==> src/design/ring_buffer_deque_defines.svh <==
// Assertion macros for the deque design.
// Define NO_ASSERTIONS to compile the checks out.
`ifndef RING_BUFFER_DEQUE_DEFINES_SVH
`define RING_BUFFER_DEQUE_DEFINES_SVH

`ifndef NO_ASSERTIONS

// Check a property at each rising clock edge outside of reset.
`define RBD_ASSERT(label, clk, rst_n, prop) \
	label: assert property (@(posedge clk) disable iff (!rst_n) prop) \
		else $error("deque assertion failed");

// Check that a condition never holds outside of reset.
`define RBD_ASSERT_NEVER(label, clk, rst_n, cond) \
	label: assert property (@(posedge clk) disable iff (!rst_n) !(cond)) \
		else $error("deque forbidden condition seen");

`else

`define RBD_ASSERT(label, clk, rst_n, prop)
`define RBD_ASSERT_NEVER(label, clk, rst_n, cond)

`endif

`endif

==> src/design/rbd_ram.sv <==
module rbd_ram #(
	parameter int WIDTH = 32,
	parameter int DEPTH = 16,
	localparam int AW = $clog2(DEPTH)
) (
	input  logic             clk,
	input  logic             wr_en,
	input  logic [AW-1:0]    wr_addr,
	input  logic [WIDTH-1:0] wr_data,
	input  logic             rd_en,
	input  logic [AW-1:0]    rd_addr,
	output logic [WIDTH-1:0] rd_data
);

	logic [WIDTH-1:0] mem [DEPTH];

	// Write one entry, register read data; read data holds when not enabled
	always_ff @(posedge clk) begin
		if (wr_en) begin
			mem[wr_addr] <= wr_data;
		end
		if (rd_en) begin
			rd_data <= mem[rd_addr];
		end
	end

endmodule

==> config.mk <==
export PLATFORM = sky130hd
export DESIGN_NAME = rbd_ram
export DESIGN_NICKNAME = d
export VERILOG_FILES = /design/src/design/ring_buffer_deque_defines.svh /design/src/design/rbd_ram.sv
export SDC_FILE = /design/constraint.sdc
export NUM_CORES = 1
export LEC_CHECK = 0
export ABC_AREA = 0
export BUFFER_PORTS_ARGS = -buffer_cell sky130_fd_sc_hd__buf_2
export CAP_MARGIN = 5
export CORE_MARGIN = 10
export CORE_UTILIZATION = 40
export DETAILED_ROUTE_END_ITERATION = 6
export PLACE_DENSITY = 0.58
export SETUP_SLACK_MARGIN = 0.05
export SKIP_LAST_GASP = 1
export SLEW_MARGIN = 20
export SYNTH_ARGS = -nofsm -noshare
export SYNTH_HDL_FRONTEND = slang
export SYNTH_SLANG_ARGS = --single-unit
export TNS_END_PERCENT = 100
==> constraint.sdc <==
create_clock -name clk -period 4.1 [get_ports clk]
set_input_delay 0.205 -clock clk [delete_from_list [all_inputs] [get_ports clk]]
set_output_delay 0.205 -clock clk [all_outputs]
set_load 0.05 [all_outputs]
; Yosys cells after proc, flatten, opt, wreduce, memory -nomap -nowiden
; Memories as Yosys holds them, arrays and structs flattened. A register that Yosys moved wholly into a read port is not among the register bits.
; Cells that the tools add are included.
[classes]
mux = 2
[op_table]
columns = cell, count
row1 = 2-to-1 mux 1 bit, 2
[word_totals]
ff_bits = 0
mem_bits_rw = 512
output_inout_bits = 32
mem_count = 1
[memory_table]
columns = name, depth, word_bits, read_ports, rd_clocked_by_memory_dff, write_ports, line_no
row1 = mem, 16, 32, 1, 1, 1, rbd_ram.sv:15  ; logic [WIDTH-1:0] mem [DEPTH];

; Logic depth before layout (Yosys ltp)
[depth]
word_depth = 2
depth_mapped = 5
ltp_nobuf = 3

; Worst setup path before layout
; Ideal clock, no wire load.
[synth_timing]
path_kind = input to register
from = input port wr_addr[2]
to = memory mem[0][0], enable pin
arrival_time_ns = 2.923
t_required_ns = 3.639
path_slack_ns = 0.715
stages = 2
n_path_buf = 0
cell_sequence = or3b_2 > nor3_1
[synth_rtl]
columns = item, line_no
row1 = from (decl), rbd_ram.sv:8  ; input logic [AW-1:0] wr_addr,
row2 = to (decl), rbd_ram.sv:15
; No word-level cell before the write port.

==> results <==
- The transition at the pin with the smallest max-transition slack is between 0.9 and 1 ns.
- Synthesis inferred 544 register bits.
- The number of buffers created by CTS is 53.
- For hold timing, the worst endpoint is mem[11][7].
- From synthesis to final layout, the design area changed by 16.2%.
- STA classifies the critical path startpoint as a primary input.
- The number of vias per cell is about 5.4.
- VDD sags by at most approximately 0.27 mV.
- The count of buffers added on input and output ports is 74.
- In the final design database the tool counted 1021 nets.
- The number of hold buffers added after CTS is 23.
- The starting utilization of the core area is 40.4%.
- Dividing the synthesized area by the synthesized cell count gives roughly 24 µm².
- Ranked by total cell area, the synthesized netlist is headed by edfxtp_1 81%, mux4_2 14%, a22oi_1 2.4%.
- Dividing total power by cell area gives a power density of 492 mW/mm².
- The worst slack at placement is 1.61 ns.
- After global routing the overflow that remains totals 0.
- The count of max-cap constraint violations is 0.
- The worst slew margin relative to its limit is 38.6%.
- The number of hold-slack violations in the final timing report came to 0.
- The final setup TNS is 0 ns.
- The cell area after synthesis is 0.0202 mm².
- The finished cells cover 0.0234 mm².
- The cell count of the worst hold path is 1.
- The sequential fraction of the synthesis area is about 81%.
- The total setup buffers inserted after CTS is 0.
- The tightest min-delay check is of the primary input to register type.
- In this run the count of I/O pins placed on the die edge is 75.
- The element type at the critical path end is a register.
- The total via count in the routed design is 9187.
- TritonCTS built the clock tree.
- The clock drives 544 sinks.
- The repair_antennas step left the layout with diodes totalling 0.
- The pre-antenna-repair detailed-routing pass consisted of 4 iterations.
- The startpoint of the lowest-slack hold path is wr_data[7].
- The clock latency at the later pin of the worst-skew pair is 0.58 ns.
- The worst setup path category is primary input to register.
- Measured along the x axis, the die boundary spans 245 µm.
- The count of pins over their slew limit was 0.
- STA puts the critical path data required time at ~4.4 ns.
- The combined area of the multi-input logic cells is 0.00375 mm².
- Leaving out fill and tap cells, the most frequent cell in the layout is edfxtp_1.
- Static timing analysis puts the maximum clock frequency at ~0.54 GHz.
- In this run the standard cell core region covers between 0.04 and 0.05 mm².
- The number of global-route vias before repair is 9674.
- The synthesis warning total is 0.
- After floorplanning, the core was divided into just over 80 placement rows.
- The largest total area in the synthesized netlist belongs to edfxtp_1.
- The global placement routability congestion is 0.691.
- The ratio of final minimum period to clock period is between 40% and 50%.
- The data arrival at the endpoint of the critical path is 2.15 ns.
- The final count of negative-setup-slack endpoints is 0.
- The setup check on the worst reg-to-reg path leaves a slack of roughly 2.7 ns.
- The worst flop-to-flop path startpoint is mem[1][12].
- The wire-length estimate of the detail-placed layout is 22.9 mm.
- Counting cells, the worst reg-to-reg path comes to 3.
- After detailed placement, the total cell area comes to 0.0216 mm².
- In the layout the commonest cells are 544 x edfxtp_1, 128 x mux4_2, 72 x buf_2.
- Setup repair after global routing left no endpoint under its margin.
- The area fraction of the dominant cell type after synthesis is 81.0%.
- For this run, the total global-route usage over all layers was measured as 14.7%.
- The number of inserted filler cells in the final layout is 4067.
- The number of gates given a new drive strength after cts is 0.
- The antenna violation net count after detailed routing is 0.
- After detailed routing, the average wire length per cell comes to 26.0 µm.
- In the final layout, flip-flops and latches occupy 0.0163 mm².
- The global-route wire length before repair is 65.4 mm.
- The final setup skew is 0.0151 ns.
- No sink is reached through more buffers than the 3 on the longest clock path.
- Measured along the y axis, the die boundary spans around 240 µm.
- The floorplan step defined a die boundary enclosing 0.0598 mm².
- The number of nets in the synthesized netlist is 881.
- Summed over all layers, the routed wires come to 44.0 mm.
- The run finished with clean final reports.
- The minimum period implied by the final worst setup slack is 1.84 ns.
- The gate count after technology mapping is 838.
- In this run the static leakage power is 7.45 nW.
- The number of antenna violations at the first check in global routing is 3.
- The end of the worst register-to-register path is rd_data[12].
- The pin count of the biggest net entering global routing is 68.
- The final setup slack of the worst path is 2.26 ns.
- In the routed design, unresolved DRC markers number 0.
- The post-route netlist has 31.8% of its cells at a drive strength greater than 1.
- The root buffer cell is clkbuf_16.
- The count of cell types in the netlist is 17.
- The maximum fanout along the worst path is 65.
- The maximum level of the CTS H-tree is 2.
- Clock-pin slew was measured on the worst setup and hold paths at 0.06 ns.
- The violation count after the first detailed-route iteration is between 1000 and 1500.
## logic make-up after synthesis
family,synth area share (%)
and+or+nand+nor,1.25
buffers and inverters,1.10
DFF,81.0
AOI/OAI and AO/OA,2.38
muxes,14.3
## cell type report
cell class	count	area share, %
clock buffer	67	6.06
clock inverter	32	0.934
multi-input combinational	251	16.0
timing repair buffer	128	3.71
tap	672	3.59
sequential	544	69.7
## worst max-delay path by stage
| stage | startpoint | end | slack, ns | cells after the start |
|---|---|---|---|---|
| 2_1_floorplan | wr_addr[2] | mem[0][0] | 0.72 | 2 |
| 3_3_place_gp | rd_addr[0] | rd_data[0] | 1.61 | 5 |
| 3_5_place_dp | rd_addr[0] | rd_data[28] | 1.61 | 5 |
| 4_1_cts | rd_addr[0] | rd_data[29] | 2.22 | 5 |
| 5_1_grt | rd_addr[0] | rd_data[29] | 2.03 | 5 |
| 6_report | rd_addr[0] | rd_data[0] | 2.26 | 5 |
## synth_stat cells
cell type / count
nor2_1: 13
a22oi_1: 64
edfxtp_1: 544
nor3_1: 4
nand3b_1: 2
buf_6: 2
mux4_2: 128
buf_4: 11
buf_2: 4
nand2_1: 33
nor2b_1: 2
nand2b_1: 2
clkbuf_1: 17
and2_1: 1
nand3_1: 1
buf_1: 9
or3b_2: 1
## flip-flops by register name, indices dropped and copies added, names as in the netlist
register  flops
mem         512
rd_data      32
## metrics by stage
stage          hold WS (ns)  power (mW)  util, %  cells
2_1_floorplan         0.304        6.81        -    838
3_3_place_gp          0.579        7.05     43.2   1572
3_5_place_dp          0.587        7.06     43.2   1572
4_1_cts            0.000149        11.6     46.9   1694
5_1_grt              0.0172        11.9     46.9   1694
6_report             0.0184        11.5     46.9   1694
## power breakdown
group / switching [mW] / total (mW) / internal [mW]
clock: 1.96 / 4.60 / 2.63
combinational: 0.413 / 0.645 / 0.232
sequential: 0.0336 / 6.30 / 6.27
## routing by layer
layer	GRT usage [%]	up-vias	wire length, µm
li1	-	3883	-
met1	20.9	4979	19700
met2	23.4	257	21000
met3	2.73	62	2610
met4	3.31	6	663
met5	0	-	34
## worst max-delay path: stages
cell	delay, ns
clkbuf_8	0.63
buf_4	0.42
mux4_2	0.54
a22oi_1	0.22
nand2_1	0.08
Note: power is estimated with default switching activity, not from simulation.
