**src/design/ring_buffer_deque_defines.svh**
```systemverilog
// Assertion macros for the deque design.
// Define NO_ASSERTIONS to compile the checks out.
`ifndef RING_BUFFER_DEQUE_DEFINES_SVH
`define RING_BUFFER_DEQUE_DEFINES_SVH

`ifndef NO_ASSERTIONS

// Check a property at each rising clock edge outside of reset.
`define RBD_ASSERT(label, clk, rst_n, prop) \
	label: assert property (@(posedge clk) disable iff (!rst_n) prop) \
		else $error("deque assertion failed");

// Check that a condition never holds outside of reset.
`define RBD_ASSERT_NEVER(label, clk, rst_n, cond) \
	label: assert property (@(posedge clk) disable iff (!rst_n) !(cond)) \
		else $error("deque forbidden condition seen");

`else

`define RBD_ASSERT(label, clk, rst_n, prop)
`define RBD_ASSERT_NEVER(label, clk, rst_n, cond)

`endif

`endif

```
**src/design/rbd_pkg.sv**
```systemverilog
package rbd_pkg;

	localparam int DATA_W   = 32;
	localparam int OPCODE_W = 2;
	localparam int STATUS_W = 2;

	typedef enum logic [OPCODE_W-1:0] {
		OP_PUSH_FRONT = 2'd0,
		OP_POP_FRONT  = 2'd1,
		OP_PUSH_BACK  = 2'd2,
		OP_POP_BACK   = 2'd3
	} opcode_t;

	typedef enum logic [STATUS_W-1:0] {
		ST_OK    = 2'd0,
		ST_EMPTY = 2'd1,
		ST_FULL  = 2'd2
	} status_t;

	// Per-beat decision from the pointer engine to the store and result stage
	typedef struct packed {
		logic    wr_en;
		logic    rd_en;
		status_t status;
	} step_t;

endpackage

```
**src/design/rbd_ctrl.sv**
```systemverilog
`include "ring_buffer_deque_defines.svh"

module rbd_ctrl #(
	parameter int DEPTH = 16,
	localparam int AW = $clog2(DEPTH),
	localparam int CW = $clog2(DEPTH + 1)
) (
	input  logic             clk,
	input  logic             arst_n,
	input  logic             fire,
	input  rbd_pkg::opcode_t op,
	output rbd_pkg::step_t   step,
	output logic [AW-1:0]    addr
);

	localparam logic [AW-1:0] LAST = AW'(DEPTH - 1);
	localparam logic [AW-1:0] MID  = AW'(DEPTH / 2);
	localparam logic [CW-1:0] FULL_COUNT = CW'(DEPTH);

	logic [AW-1:0] front_q, back_q, front_d, back_d;
	logic [AW-1:0] front_prev, front_next, back_prev, back_next;
	logic [CW-1:0] count_q, count_d;
	logic          full, empty;

	// Wrap the indexes at both ends of the store
	assign front_prev = (front_q == '0)   ? LAST : front_q - AW'(1);
	assign front_next = (front_q == LAST) ? '0   : front_q + AW'(1);
	assign back_prev  = (back_q == '0)    ? LAST : back_q - AW'(1);
	assign back_next  = (back_q == LAST)  ? '0   : back_q + AW'(1);

	assign full  = (count_q == FULL_COUNT);
	assign empty = (count_q == '0);

	// Decide store access, status and next pointers for the current beat
	always_comb begin
		step.wr_en  = 1'b0;
		step.rd_en  = 1'b0;
		step.status = rbd_pkg::ST_OK;
		addr        = front_q;
		front_d     = front_q;
		back_d      = back_q;
		count_d     = count_q;
		unique case (op)
			rbd_pkg::OP_PUSH_FRONT: begin
				if (full) begin
					step.status = rbd_pkg::ST_FULL;
				end else begin
					step.wr_en = fire;
					addr       = front_prev;
					front_d    = front_prev;
					count_d    = count_q + CW'(1);
				end
			end
			rbd_pkg::OP_POP_FRONT: begin
				if (empty) begin
					step.status = rbd_pkg::ST_EMPTY;
				end else begin
					step.rd_en = fire;
					addr       = front_q;
					front_d    = front_next;
					count_d    = count_q - CW'(1);
				end
			end
			rbd_pkg::OP_PUSH_BACK: begin
				if (full) begin
					step.status = rbd_pkg::ST_FULL;
				end else begin
					step.wr_en = fire;
					addr       = back_q;
					back_d     = back_next;
					count_d    = count_q + CW'(1);
				end
			end
			rbd_pkg::OP_POP_BACK: begin
				if (empty) begin
					step.status = rbd_pkg::ST_EMPTY;
				end else begin
					step.rd_en = fire;
					addr       = back_prev;
					back_d     = back_prev;
					count_d    = count_q - CW'(1);
				end
			end
			default: begin
				step.status = rbd_pkg::ST_OK;
			end
		endcase
	end

	// Advance pointers and occupancy on each accepted beat
	always_ff @(posedge clk or negedge arst_n) begin
		if (!arst_n) begin
			front_q <= MID;
			back_q  <= MID;
			count_q <= '0;
		end else if (fire) begin
			front_q <= front_d;
			back_q  <= back_d;
			count_q <= count_d;
		end
	end

	`RBD_ASSERT_NEVER(a_no_rd_and_wr, clk, arst_n, step.wr_en && step.rd_en)
	`RBD_ASSERT(a_count_bound, clk, arst_n, count_q <= FULL_COUNT)
	`RBD_ASSERT(a_push_grows, clk, arst_n, step.wr_en |=> count_q == $past(count_q) + CW'(1))

endmodule
```
**config.mk**
```make
export PLATFORM = sky130hd
export DESIGN_NAME = rbd_ctrl
export DESIGN_NICKNAME = d
export VERILOG_FILES = /design/src/design/rbd_pkg.sv /design/src/design/rbd_ctrl.sv
export VERILOG_INCLUDE_DIRS = /design/src /design/src/design
export SDC_FILE = /design/constraint.sdc
export NUM_CORES = 1
export LEC_CHECK = 0
export ABC_CLOCK_PERIOD_IN_PS = 2500
export BUFFER_PORTS_ARGS = -buffer_cell sky130_fd_sc_hd__buf_2
export CORE_MARGIN = 1
export CORE_UTILIZATION = 55
export CTS_BUF_LIST = sky130_fd_sc_hd__clkbuf_4 sky130_fd_sc_hd__clkbuf_8
export DETAILED_ROUTE_END_ITERATION = 10
export PLACE_DENSITY = 0.78
export SLEW_MARGIN = 20
export SYNTH_ARGS = -nofsm -noshare
export SYNTH_HDL_FRONTEND = slang
export SYNTH_SLANG_ARGS = --single-unit
export TNS_END_PERCENT = 50
```
**constraint.sdc**
```tcl
create_clock -name clk -period 2.5 [get_ports clk]
set_clock_uncertainty 0.15 [all_clocks]
set_input_delay 0.625 -clock clk [delete_from_list [all_inputs] [get_ports clk]]
set_output_delay 0.625 -clock clk [all_outputs]
set_load 0.05 [all_outputs]
```
== Word-level counts from Yosys, hierarchy flattened ==
Cells that the tools add are included.
Storage, ports and cells
  word-level logic and storage cells: 54
  bits of input ports: 5
  output and inout port bits: 8
  register bits: 13
Cells by class
  multiplexer cells: 23
  equal/unequal tests: 11
  $add $sub $neg: 6
  reductions and logical operators: 11
Operators with widths (number)
  4-bit 2-to-1 mux: 10
  4-bit one-hot mux with 2 select lines: 2
  4-bit one-hot mux with 4 select lines: 1
  5-bit 2-to-1 mux: 2
  2-bit inequality test, second input constant: 5
  5-bit one-hot mux with 2 select lines: 1
  4-bit by 1-bit adder with 4-bit output, second input constant: 2
  4-bit == test, second input constant: 2
  4-bit logical NOT: 2
  4-bit by 1-bit subtractor with 4-bit output, second input constant: 2
  3-bit AND reduction: 2
  5-bit by 1-bit adder with 5-bit output, second input constant: 1
  5-bit == test, second input constant: 1
  5-bit logical NOT: 1
  1-bit 2-to-1 mux: 5
  5-bit by 1-bit subtractor with 5-bit output, second input constant: 1
  2-bit == test, second input constant: 2
  2-bit one-hot mux with 2 select lines: 1
  4-bit AND reduction: 1
  2-bit nonzero test: 2
  2-bit OR reduction: 2
  2-bit by 1-bit == test with 1-bit output, second input constant: 1
  2-bit logical NOT: 1
  2-bit 2-to-1 mux: 1

== Longest topological paths before layout ==
Gate-level depths: netlist of run 1.
  depth after elaboration: 4
  depth in mapped cells: 8
  mapped depth without buffers: 7

== Worst setup path after synthesis of run 1 ==
OpenSTA, ideal clock, no wires.
  path kind: flip-flop to output port
  start point: reg front_q[0]
  end point: out addr[3]
  arrival time: 2.366 ns
  setup slack: -0.641 ns
  stages on the path, launching flop included: 9
  path through: dfrtp_1 -> clkbuf_1 -> inv_1 -> ha_1 -> o21ba_2 -> a2111oi_0 -> a21oi_1 -> a22o_1 -> a21oi_1
Between the ends
  cells in the longest elaborated chain, start to end: 4
Ends and longest elaborated chain
  from (decl): line rbd_ctrl.sv:20  | logic [AW-1:0] front_q, back_q, front_d, back_d;
  from (signal assigned): line rbd_ctrl.sv:97  | front_q <= front_d;
  4-bit by 1-bit subtractor with 4-bit output or 4-bit logical NOT (tied branches): line rbd_ctrl.sv:26  | assign front_prev = (front_q == '0) ? LAST : front_q - AW'(1);
  4-bit 2-to-1 mux (*): line rbd_ctrl.sv:26
  4-bit 2-to-1 mux (*): line rbd_ctrl.sv:45  | if (full) begin
  4-bit one-hot mux with 4 select lines (*): line rbd_ctrl.sv:43  | unique case (op)
  to (decl): line rbd_ctrl.sv:13  | output logic [AW-1:0] addr
Mark *: on every way between the ends. The rest lies on a longest branch, timed or not.

== Worst setup path after layout of run 1 ==
  start point: reg count_q[2]
  end point: out addr[0]
Between the ends
  cells in the longest elaborated chain, start to end: 3
Ends and longest elaborated chain
  from (decl): line rbd_ctrl.sv:22  | logic [CW-1:0] count_q, count_d;
  from (signal assigned): line rbd_ctrl.sv:99  | count_q <= count_d;
  5-bit == test or 5-bit logical NOT (tied branches): line rbd_ctrl.sv:31, rbd_ctrl.sv:32
  4-bit 2-to-1 mux, on equally long branches: line rbd_ctrl.sv:65, rbd_ctrl.sv:75, rbd_ctrl.sv:45
  4-bit one-hot mux with 4 select lines (*): line rbd_ctrl.sv:43
Marks and branches as above.

==> results of run 1 <==
-- layout by cell type, fill, tap and decap left out, drive strengths merged, types with 5 or more instances in the layout --
cell / Yosys / final
a21o: 5 / 5
a21oi: 15 / 15
buf: 7 / 60
dfrtp: 11 / 11
ha: 7 / 7
inv: 8 / 8
nand2: 14 / 14
nor2: 13 / 13
o21ai: 10 / 10
xor2: 5 / 5
-- worst max-delay path, delay by kind of cell, from the launching register on --
kind            cells  cell delay (ns)
compound gates      3             0.39
flops               1             0.39
simple gates        2             0.81
buf+inv             3             0.37
-- per-layer routing --
metal	track usage, %	vias to the layer above	part of all wire [%]
li1	-	675	-
met1	40.5	702	41
met2	57.1	72	50
met3	3.03	16	6.2
met4	10.6	0	2.6
met5	0	-	0
-- state kept, by name, summed over array words and instances (netlist names) --
register	cells
count_q	5
front_q	4
back_q	4
-- path summary, 6_finish.rpt --
path                       startpoint          to  slack (ns)  cells past startpoint
setup / recovery           count_q[2]     addr[0]       -0.52                      8
hold / removal                 arst_n  count_q[3]        0.06                      1
setup reg to reg           count_q[2]  front_q[1]        0.13                      6
hold reg to reg             back_q[0]   back_q[0]        0.46                      2
max in group asynchronous      arst_n  front_q[3]        1.85                      1
min in group clk            back_q[0]   back_q[0]        0.46                      2
-- cells by family after synthesis --
group | synth area share [%]
flip-flops | 25.1
adder cells (fa/ha/maj) | 8.23
AND/OR/NAND/NOR | 19.2
AO/OA/AOI/OAI | 31.1
buffers and inverters | 7.75
multiplexers | 2.58
XOR/XNOR | 6.03
-- Yosys cell counts (all sizes together), types with 2 or more instances --
cell / count
or3b: 2
nand3: 3
mux2: 3
and3: 2
a2111oi: 2
nor2: 13
o22ai: 2
ha: 7
o31ai: 3
inv: 8
xnor2: 4
a311oi: 2
xor2: 5
buf: 7
a31oi: 4
dfrtp: 11
dfstp: 2
a211oi: 3
a21o: 5
o21ai: 10
clkbuf: 7
a21oi: 15
nor3: 4
nor4: 3
nand2: 14
-- layout make-up --
type,count,area share [%]
clock buffers,4,1.56
inverters,8,1.56
multi-input cells,123,52.6
flip-flops and latches,13,17.0
well taps,28,1.81
repair buffers,60,25.5
-- per-stage QoR --
| step | TNS [ns] | setup WS, ns | hold slack (ns) | util [%] | instance area [sq um] |
|---|---|---|---|---|---|
| detailed placement | -1.05 | -0.272 | 0.373 | 75.5 | 1690 |
| global route | -3.08 | -0.613 | 0.0808 | 86.4 | 1930 |
| CTS | -2.15 | -0.472 | 0.0664 | 80.5 | 1800 |
| finish | -2.54 | -0.523 | 0.0615 | 86.4 | 1930 |
| global placement | -0.794 | -0.229 | 0.365 | 75.5 | 1690 |
| floorplan | -1.17 | -0.354 | 0.179 | - | 1360 |
-- what timing repair did --
action | 4_1_cts | 5_1_grt
buffers inserted | 0 | 7
endpoints found under the setup margin | 8 | 8
resized for setup | 22 | 23
pin swaps | 5 | 5
-- where the power goes --
part           leakage, uW  switching (uW)  total [uW]  internal (uW)
clock            0.0000184            67.4         140           72.8
sequential        0.000147             147         475            328
combinational     0.000715             959        1790            832
==> summary.md, run 1 <==
| Metric | Value |
|---|---|
| Vias | `between 1k and 1.5k` |
| Area Growth Syn to Fin | `47.7%` |
| GRT Util Overall | `around a third` |
| Synth area leader | `dfrtp_1` |
| Post-synth EDFFs | `0` |
| Mapped Cells | `158` |
| Number of library cell types mapped by synthesis | `54` |
| Critical Path RT | `1.73 ns` |
| Largest net degree at the start of global routing | `14` |
| Clock Latency Late Sink | `~0.28 ns` |
| Placed Cells | `225` |
| Max-slew headroom | `66.4%` |
| Chip width | `approximately 50 um` |
| DRT Pass-1 Iters | `4` |
| Pwr Total | `about 2400 uW` |
| Avg Cell Area, Syn | `8.28 sq um` |
| Share of layout cells above drive strength 1 | `between 50% and 60%` |
| Max-cap violations | `0` |
| Post-route ant nets | `0` |
| Vias in the first global route | `1376` |
| Worst path cell trace | `or4_4, nor2_4, buf_4, buf_6, o21ai_2, a21oi_1, o21a_2, buf_8` |
| Overall routed net length | `4400 um` |
| Syn Nets | `171` |
| RSZ-0062 raised after global routing | `true` |
| Outcome | `finished with violations` |
| DR iter-0 viols | `78` |
| Leakage | `0.000880 uW` |
| Area occupied by multi-input gates | `1010 sq um` |
| Die outline area | `2580 sq um` |
| Initial core utilization | `58.5%` |
| Max Fclk | `0.331 GHz` |
| FF+latch count, synth | `13` |
| TritonCTS Buffers | `3` |
| CP Capture Type | `output port` |
| Tmin final | `around 3 ns` |
| Core box area | `about 2200 sq um` |
| Failing checks | `setup timing` |
| Fillers | `104` |
| CP max-delay cell | `or4_4` |
| Final cell count without fillers | `236` |
| Max clock buf depth | `2` |
| Sequential area share after synthesis | `25.1%` |
| Yosys warning total | `0` |
| CTS Hold Bufs | `0` |
| HP Class | `input pin to asynchronous set/reset pin` |
| Fin crit share | `121%` |
| Port Buf Inserts | `12` |
| Pwr per Cell Area | `1250 nW/um^2` |
| Most used DFF post-synth | `dfrtp_1` |
| Crit-path max cell delay | `approximately 0.64 ns` |
| Slew @ Worst Pin | `0.499 ns` |
| WP data arrival | `approximately 2.3 ns` |
| Fin worst setup slack | `-0.523 ns` |
| Startpoint types | `register` |
| Top cell type's share of synthesized area | `21.1%` |
| Worst-path clk slew | `0.08 ns` |
| H-tree levels | `1` |
| Antenna cell count | `0` |
| Clock Sinks | `13` |
| Std-Cell Rows | `17` |
| Sequential Area | `328 sq um` |
| Overflow after GRT | `0` |
| Fraction of registers with async set or reset after synthesis | `100%` |
| Count of final setup violators | `8` |
| TritonCTS clock tree | `built` |
| Setup CP Type | `register to output port` |
| Final hold vios | `0` |
| Synth area leaders | `dfrtp_1 21%, ha_1 6.7%, a21oi_1 5.7%` |
| First-pass GRT wire length | `6180 um` |
| Initial antenna violation count | `0` |
| DRC viols | `0` |
| Worst-path fanout max | `7` |
| Chip height | `50.8 um` |
| Wire per inst | `18.7 um` |
| Fin nets | `around 220` |
| Vias/cell | `about 6.2` |
| Final GP Congestion | `0.871` |
| Boundary Pins | `13` |
| Max Slew Vio Count | `0` |
| Max IR drop VDD | `1040 uV` |
| Cell area after synthesis | `between 1000 and 1500 sq um` |
| Clock root buffer | `clkbuf_4` |
| Post-DP HPWL | `2700 um` |
No activity file was read; power rests on OpenSTA's default activity.
==> run 2: changes to the inputs <==
--- a/config.mk
+++ b/config.mk
@@ -6,13 +6,13 @@
 export SDC_FILE = /design/constraint.sdc
 export NUM_CORES = 1
 export LEC_CHECK = 0
-export ABC_CLOCK_PERIOD_IN_PS = 2500
+export ABC_CLOCK_PERIOD_IN_PS = 3650
 export BUFFER_PORTS_ARGS = -buffer_cell sky130_fd_sc_hd__buf_2
 export CORE_MARGIN = 1
-export CORE_UTILIZATION = 55
+export CORE_UTILIZATION = 65
 export CTS_BUF_LIST = sky130_fd_sc_hd__clkbuf_4 sky130_fd_sc_hd__clkbuf_8
 export DETAILED_ROUTE_END_ITERATION = 10
-export PLACE_DENSITY = 0.78
+export PLACE_DENSITY = 0.87
 export SLEW_MARGIN = 20
 export SYNTH_ARGS = -nofsm -noshare
 export SYNTH_HDL_FRONTEND = slang
==> constraint.sdc (replaced) <==
create_clock -name clk -period 3.65 [get_ports clk]
set_clock_uncertainty 0.15 [all_clocks]
set_input_delay 0.9125 -clock clk [delete_from_list [all_inputs] [get_ports clk]]
set_output_delay 0.9125 -clock clk [all_outputs]
set_load 0.05 [all_outputs]
==> run 2 against run 1 <==
Compared with the run above: the run now ends clean; sequential share of layout area rose by 6.7 points; worst hold slack improved by 0.29 ns; global-route usage rose by 1.5 points; via count fell by 16%; worst setup slack improved by 0.67 ns; first-iteration DRC count fell by 26%; final area fell by 28%; wire length fell by 33%; clock power fell by 29%; critical path depth did not move; largest power group unchanged.
==> summary.md, run 2 (synthesis gave the netlist of run 1 again) <==
| Metric | Value |
|---|---|
| Overflow after GRT | `0 (unchanged)` |
| Crit-path max cell delay | `0.48 ns (was 0.64 ns)` |
| Slew @ Worst Pin | `0.535 ns (was 0.499 ns)` |
| Max IR drop VDD | `533 uV (was 1040 uV)` |
| Design Area, Final | `1390 sq um (was 1930 sq um)` |
| Worst-path fanout max | `10 (was 7)` |
| TritonCTS Buffers | `3 (unchanged)` |
| WP data arrival | `2.44 ns (was 2.25 ns)` |
| Tmin final | `3.51 ns` |
| Reg2Reg Setup Slack | `1.49 ns (was 0.13 ns)` |
| Vias | `1235 (was 1465)` |
| Worst flop-to-flop path startpoint | `count_q[0] (was count_q[2])` |
| Postcts setup bufs | `0 (unchanged)` |
| Worst reg2reg path depth | `5 (was 6)` |
| Final setup TNS | `0 ns (was -2.54 ns)` |
| Setup CP Type | `register to output port (unchanged)` |
| Critical Path RT | `2.59 ns (was 1.73 ns)` |
| TritonCTS clock tree | `built (unchanged)` |
| Fin crit share | `a little over nine tenths` |
| Max Slew Vio Count | `0 (unchanged)` |
| Worst path cell trace | `inv_1, ha_2, or3b_2, a221oi_2, a211oi_1, a21oi_1, o21a_1, clkbuf_4 (was or4_4, nor2_4, buf_4, buf_6, o21ai_2, a21oi_1, o21a_2, buf_8)` |
| Post-route ant nets | `0 (unchanged)` |
| Largest net degree at the start of global routing | `16 (was 14)` |
| Port Buf Inserts | `12 (unchanged)` |
| Busiest grt layer | `met2 (unchanged)` |
| Std-Cell Rows | `15 (was 17)` |
| Area Growth Syn to Fin | `6.12% (was 47.7%)` |
| Max-slew headroom | `64.2% (was 66.4%)` |
| Chip height | `46.9 um (was 50.8 um)` |
| Clock Sinks | `13 (unchanged)` |
| RSZ-0062 raised after global routing | `false (was true)` |
| Chip width | `46.9 um (was 50.8 um)` |
| Max-cap violations | `0 (unchanged)` |
| Overall routed net length | `2950 um (was 4400 um)` |
| Worst R2R End | `front_q[1] (unchanged)` |
| Clock root buffer | `clkbuf_4 (unchanged)` |
| DRT Pass-1 Iters | `4 (unchanged)` |
| CP max-delay cell | `dfrtp_2 (was or4_4)` |
| Post-DP HPWL | `2100 um (was 2700 um)` |
| Die outline area | `2190 sq um (was 2580 sq um)` |
| First-pass GRT wire length | `5150 um (was 6180 um)` |
| Vias/cell | `6.60 (was 6.21)` |
| Max Fclk | `0.285 GHz` |
| Fin nets | `176 (was 222)` |
| Number of flip-flops under the largest register name | `5 (unchanged)` |
| Share of layout cells above drive strength 1 | `26.5% (was 50.0%)` |
| Count of final setup violators | `0 (was 8)` |
| Outcome | `completed (was finished with violations)` |
| Max clock buf depth | `2 (unchanged)` |
| DR iter-0 viols | `58 (was 78)` |
| Startpoint types | `register (unchanged)` |
| WHS | `0.351 ns (was 0.0615 ns)` |
| Final cell count without fillers | `187 (was 236)` |
| Biggest register | `count_q (unchanged)` |
| Boundary Pins | `13 (unchanged)` |
| Largest regs | `count_q: 5 flops, back_q: 4 flops, front_q: 4 flops (unchanged)` |
| Wire per inst | `15.8 um (was 18.7 um)` |
| Worst-path clk slew | `0.08 ns (about the same)` |
| Placed Cells | `183 (was 225)` |
| CP Capture Type | `output port (unchanged)` |
| GRT Util Overall | `33.7% (was 32.2%)` |
| Pwr per Cell Area | `858 nW/um^2 (was 1250 nW/um^2)` |
| Commonest non-fill, non-tap cell in the layout | `a21oi_1 (was buf_4)` |
| Vias in the first global route | `1104 (was 1376)` |
| HP Class | `input pin to asynchronous set/reset pin (unchanged)` |
| Initial antenna violation count | `0 (unchanged)` |
| Worst setup endpoint | `addr[0] (unchanged)` |
| Met3 Track Usage GR | `9.23% (was 3.03%)` |
| Initial core utilization | `72.6% (was 58.5%)` |
| Core box area | `1800 sq um (was 2230 sq um)` |
| Setup crit start | `back_q[0] (was count_q[2])` |
| Leading cell types in the layout, fill and taps excluded | `15 x a21oi_1, 14 x nand2_1, 11 x nor2_1 (was 43 x buf_4, 13 x a21oi_1, 12 x nand2_1, 12 x buf_6, 11 x dfrtp_1)` |
| Clock Latency Late Sink | `0.28 ns (about the same)` |
| Pwr Total | `1190 uW (was 2410 uW)` |
| Final GP Congestion | `0.937 (was 0.871)` |
| Final hold vios | `0 (unchanged)` |
| Met1 usage in global routing | `44.7% (was 40.5%)` |
| H-tree levels | `1 (unchanged)` |
| Leakage | `0.000601 uW (was 0.000880 uW)` |
| Placement Cell Area | `1340 sq um (was 1690 sq um)` |
| Antenna cell count | `0 (unchanged)` |
| DRC viols | `0 (unchanged)` |
| M2 GR Usage | `50.6% (was 57.1%)` |
run 2: changes by cell type in the layout (fill, tap and decap cells not counted), sizes merged:
| cell | delta |
|---|---|
| buf | -48 |
| clkbuf | +2 |
run 2: layer usage:
layer	share of wire (%)	vias up
li1	-	586
met4	2.0	0
met2	47	84
met1	42	558
met3	9.7	7
met5	0	-
run 2: through the flow:
step                setup WS [ns]  utilization, %
floorplan                  0.0711               -
global placement            0.254            74.5
detailed placement          0.153            74.5
CTS                        0.0325            76.2
global route              0.00250            77.0
finish                      0.144            77.0
run 2: area by class of cell:
| cell class | instances | area, sq um |
|---|---|---|
| sequential | 13 | 329 |
| multi-input combinational | 123 | 887 |
| inverter | 8 | 30.0 |
| fill | 142 | 414 |
| timing repair buffer | 14 | 80.1 |
| clock buffer | 4 | 30.0 |
| tap | 25 | 31.3 |
run 2: how the worst min path moves through the flow:
stage / from / to / slack (ns)
3_5_place_dp: back_q[3] / back_q[3] / 0.37
4_1_cts: arst_n / back_q[1] / 0.37
6_report: arst_n / front_q[2] / 0.35
5_1_grt: arst_n / front_q[2] / 0.38
2_1_floorplan: back_q[3] / back_q[3] / 0.35
3_3_place_gp: back_q[3] / back_q[3] / 0.37
run 2: what timing repair did:
item	CTS	global route
hold buffers	0	0
setup endpoints to repair	0	2
gates resized for setup	0	7
run 2: worst max-delay path, delay by kind of cell, from the launching register on:
| family | cells | cell delay (ns) |
|---|---|---|
| fa+ha+maj | 1 | 0.24 |
| flops | 1 | 0.48 |
| simple gates | 1 | 0.47 |
| buf+inv | 2 | 0.32 |
| compound gates | 4 | 0.64 |
run 2: power breakdown:
group | switching, uW | internal (uW) | total [uW]
Sequential | 167 | 225 | 392
Clock | 48.9 | 49.9 | 98.9
Combinational | 393 | 306 | 700
==> run 3: changes to the inputs <==
--- a/config.mk
+++ b/config.mk
@@ -6,13 +6,13 @@
 export SDC_FILE = /design/constraint.sdc
 export NUM_CORES = 1
 export LEC_CHECK = 0
-export ABC_CLOCK_PERIOD_IN_PS = 3650
+export ABC_CLOCK_PERIOD_IN_PS = 3150
 export BUFFER_PORTS_ARGS = -buffer_cell sky130_fd_sc_hd__buf_2
 export CORE_MARGIN = 1
-export CORE_UTILIZATION = 65
+export CORE_UTILIZATION = 55
 export CTS_BUF_LIST = sky130_fd_sc_hd__clkbuf_4 sky130_fd_sc_hd__clkbuf_8
 export DETAILED_ROUTE_END_ITERATION = 10
-export PLACE_DENSITY = 0.87
+export PLACE_DENSITY = 0.78
 export SLEW_MARGIN = 20
 export SYNTH_ARGS = -nofsm -noshare
 export SYNTH_HDL_FRONTEND = slang
==> constraint.sdc (replaced) <==
create_clock -name clk -period 3.15 [get_ports clk]
set_clock_uncertainty 0.15 [all_clocks]
set_input_delay 0.7875 -clock clk [delete_from_list [all_inputs] [get_ports clk]]
set_output_delay 0.7875 -clock clk [all_outputs]
set_load 0.05 [all_outputs]
==> run 3 against run 2 <==
Compared with the run above: the flow now finishes with violations (setup timing); count of clock-buffer cells in the layout down 1; non-clock buffer count up 16; power up 31%; global-route usage down 5.9 points; register-to-register slack worse by 0.62 ns; sequential share of layout area down 2.7 points; clock power up 18%; wire length up 11%; worst hold slack worse by 0.14 ns.
==> summary.md, run 3 (synthesis gave the netlist of run 1 again) <==
| Metric | Value |
|---|---|
| Outcome | `finished with violations (was completed)` |
| Failing checks | `setup timing` |
| DRC viols | `0 (unchanged)` |
| Fin crit share | `101%` |
| TritonCTS Buffers | `3 (unchanged)` |
| Leakage | `0.000691 uW (was 0.000601 uW)` |
| Max Fclk | `0.314 GHz` |
| Max clock buf depth | `2 (unchanged)` |
| Biggest register | `count_q (unchanged)` |
| Boundary Pins | `13 (unchanged)` |
| Sequential power share | `24.9% (was 32.9%)` |
| Share of layout cells above drive strength 1 | `36.0% (was 26.5%)` |
| Combinational share of power | `67.6% (was 58.8%)` |
| Worst-path clk slew | `0.09 ns (was 0.08 ns)` |
| Buf+Inv Stages, Crit Path | `1 (was 2)` |
| Final hold vios | `0 (unchanged)` |
| Critical path's most frequent cell | `a21oi_1` |
| CTS Hold Bufs | `0 (unchanged)` |
| Post-route ant nets | `0 (unchanged)` |
| Worst path cell trace | `or4_4, o21ai_0, a21oi_1, a22o_1, a21oi_1, buf_4 (was inv_1, ha_2, or3b_2, a221oi_2, a211oi_1, a21oi_1, o21a_1, clkbuf_4)` |
| P_sw | `778 uW (was 609 uW)` |
| Fin worst setup slack | `-0.0311 ns (was 0.144 ns)` |
| Chip width | `50.8 um (was 46.9 um)` |
| Overflow after GRT | `0 (unchanged)` |
| Worst reg2reg path depth | `6 (was 5)` |
| Vias | `1310 (was 1235)` |
| Fin util | `70.2% (was 77.0%)` |
| Leading cell types in the layout, fill and taps excluded | `20 x buf_4, 15 x a21oi_1, 13 x nand2_1 (was 15 x a21oi_1, 14 x nand2_1, 11 x nor2_1)` |
| Pwr per Cell Area | `993 nW/um^2 (was 858 nW/um^2)` |
| Pint | `779 uW (was 581 uW)` |
| Post-DP HPWL | `2340 um (was 2100 um)` |
| Clock Sinks | `13 (unchanged)` |
| Core box area | `2230 sq um (was 1800 sq um)` |
| Die outline area | `2580 sq um (was 2190 sq um)` |
| Vias in the first global route | `1187 (was 1104)` |
| WHS | `0.207 ns (was 0.351 ns)` |
| Critical Path RT | `2.21 ns (was 2.59 ns)` |
| Clock Latency Late Sink | `0.31 ns (was 0.28 ns)` |
| RSZ-0062 raised after global routing | `true (was false)` |
| Largest net degree at the start of global routing | `14 (was 16)` |
| Area Growth Syn to Fin | `19.9% (was 6.12%)` |
| Worst flop-to-flop path startpoint | `count_q[2] (was count_q[0])` |
| Chip height | `50.8 um (was 46.9 um)` |
| GRT Util Overall | `27.8% (was 33.7%)` |
| Max-slew headroom | `66.1% (was 64.2%)` |
| CP Capture Type | `output port (unchanged)` |
| DRT Pass-1 Iters | `4 (unchanged)` |
| Final setup TNS | `-0.0682 ns (was 0 ns)` |
| First-pass GRT wire length | `5330 um (was 5150 um)` |
| Max Slew Vio Count | `0 (unchanged)` |
| Clock root buffer | `clkbuf_4 (unchanged)` |
| Startpoint types | `register (unchanged)` |
| Net Sw Frac | `50.0% (was 51.2%)` |
| Delay-heaviest family, CP | `compound AO/OA/AOI/OAI gates (unchanged)` |
| Max-cap violations | `0 (unchanged)` |
| Worst R2R End | `front_q[1] (unchanged)` |
| Max IR drop VDD | `610 uV (was 533 uV)` |
| Crit-path max cell delay | `0.60 ns (was 0.48 ns)` |
| Std-Cell Rows | `17 (was 15)` |
| Fin nets | `192 (was 176)` |
| Clock Power Share | `7.5% (was 8.3%)` |
| DP Worst Slack | `0.110 ns (was 0.153 ns)` |
| Wire per inst | `15.9 um (was 15.8 um)` |
| Worst-path fanout max | `7 (was 10)` |
| Reg2Reg Setup Slack | `0.87 ns (was 1.49 ns)` |
| Fillers | `181 (was 142)` |
| Number of flip-flops under the largest register name | `5 (unchanged)` |
| Vias/cell | `6.36 (was 6.60)` |
| Slew @ Worst Pin | `0.507 ns (was 0.535 ns)` |
| Commonest non-fill, non-tap cell in the layout | `buf_4 (was a21oi_1)` |
| HP Class | `input pin to asynchronous set/reset pin (unchanged)` |
| Overall routed net length | `3280 um (was 2950 um)` |
| Largest regs | `count_q: 5 flops, back_q: 4 flops, front_q: 4 flops (unchanged)` |
| DR iter-0 viols | `43 (was 58)` |
| Initial core utilization | `58.5% (was 72.6%)` |
| CP max-delay cell | `or4_4 (was dfrtp_2)` |
| Port Buf Inserts | `12 (unchanged)` |
| Final GP Congestion | `0.939 (was 0.937)` |
| Antenna cell count | `0 (unchanged)` |
| Setup CP Type | `register to output port (unchanged)` |
| Count of final setup violators | `4 (was 0)` |
| Initial antenna violation count | `0 (unchanged)` |
| H-tree levels | `1 (unchanged)` |
| WP data arrival | `2.24 ns (was 2.44 ns)` |
| Tmin final | `3.18 ns` |
| TritonCTS clock tree | `built (unchanged)` |
run 3: area by class of cell:
cell class | instances | area [sq um] | area share, %
Clock buffer | 3 | 22.5 | 1.44
Tap cell | 28 | 35.0 | 2.23
Inverter | 8 | 30.0 | 1.92
Clock inverter | 1 | 5.00 | 0.319
Sequential cell | 13 | 329 | 21.0
Timing Repair Buffer | 30 | 213 | 13.6
Multi-Input combinational cell | 123 | 933 | 59.5
run 3: how the worst max path moves through the flow:
stage | start | end | slack (ns) | depth (start not counted)
6_report | count_q[2] | addr[3] | -0.03 | 6
5_1_grt | count_q[1] | addr[0] | -0.09 | 8
4_1_cts | count_q[0] | addr[2] | -0.002 | 6
3_5_place_dp | op[0] | addr[0] | 0.11 | 7
3_3_place_gp | op[1] | addr[2] | 0.15 | 6
2_1_floorplan | front_q[0] | addr[3] | -0.15 | 8
run 3: power by group through the flow:
| stage | combinational [uW] | sequential [uW] | clock, uW |
|---|---|---|---|
| finish | 1050 | 388 | 117 |
| detailed placement | 955 | 375 | 0 |
| global placement | 924 | 366 | 0 |
| floorplan | 783 | 322 | 0 |
| CTS | 1020 | 383 | 118 |
| global route | 1140 | 404 | 124 |
run 3: per-layer routing:
| metal | part of all wire [%] | wire (um) | track usage, % |
|---|---|---|---|
| met5 | 0 | 0 | 0 |
| met4 | 2.1 | 70 | 9.26 |
| met3 | 7.2 | 235 | 6.06 |
| met2 | 47 | 1540 | 46.0 |
| met1 | 44 | 1430 | 35.5 |
run 3: worst register-to-register path, cell delays in order, from the launching register on:
cell     delay (ns)
dfrtp_2        0.44
or4_4          0.60
buf_4          0.19
o21ai_2        0.16
or2_1          0.27
nor4_1         0.09
a221o_1        0.26
run 3: repair_timing:
| action | 4_1_cts | 5_1_grt |
|---|---|---|
| resized for setup | 14 | 5 |
| endpoints found under the setup margin | 4 | 4 |
| pin swaps | 3 | 4 |
| setup buffers | 2 | 2 |
| gates cloned | 0 | 0 |
run 3: stage by stage:
stage / std cells / power (uW) / instance area [sq um]
CTS: 204 / 1520 / 1540
global route: 206 / 1670 / 1570
detailed placement: 198 / 1330 / 1440
floorplan: 158 / 1100 / 1320
finish: 206 / 1560 / 1570
global placement: 198 / 1290 / 1440
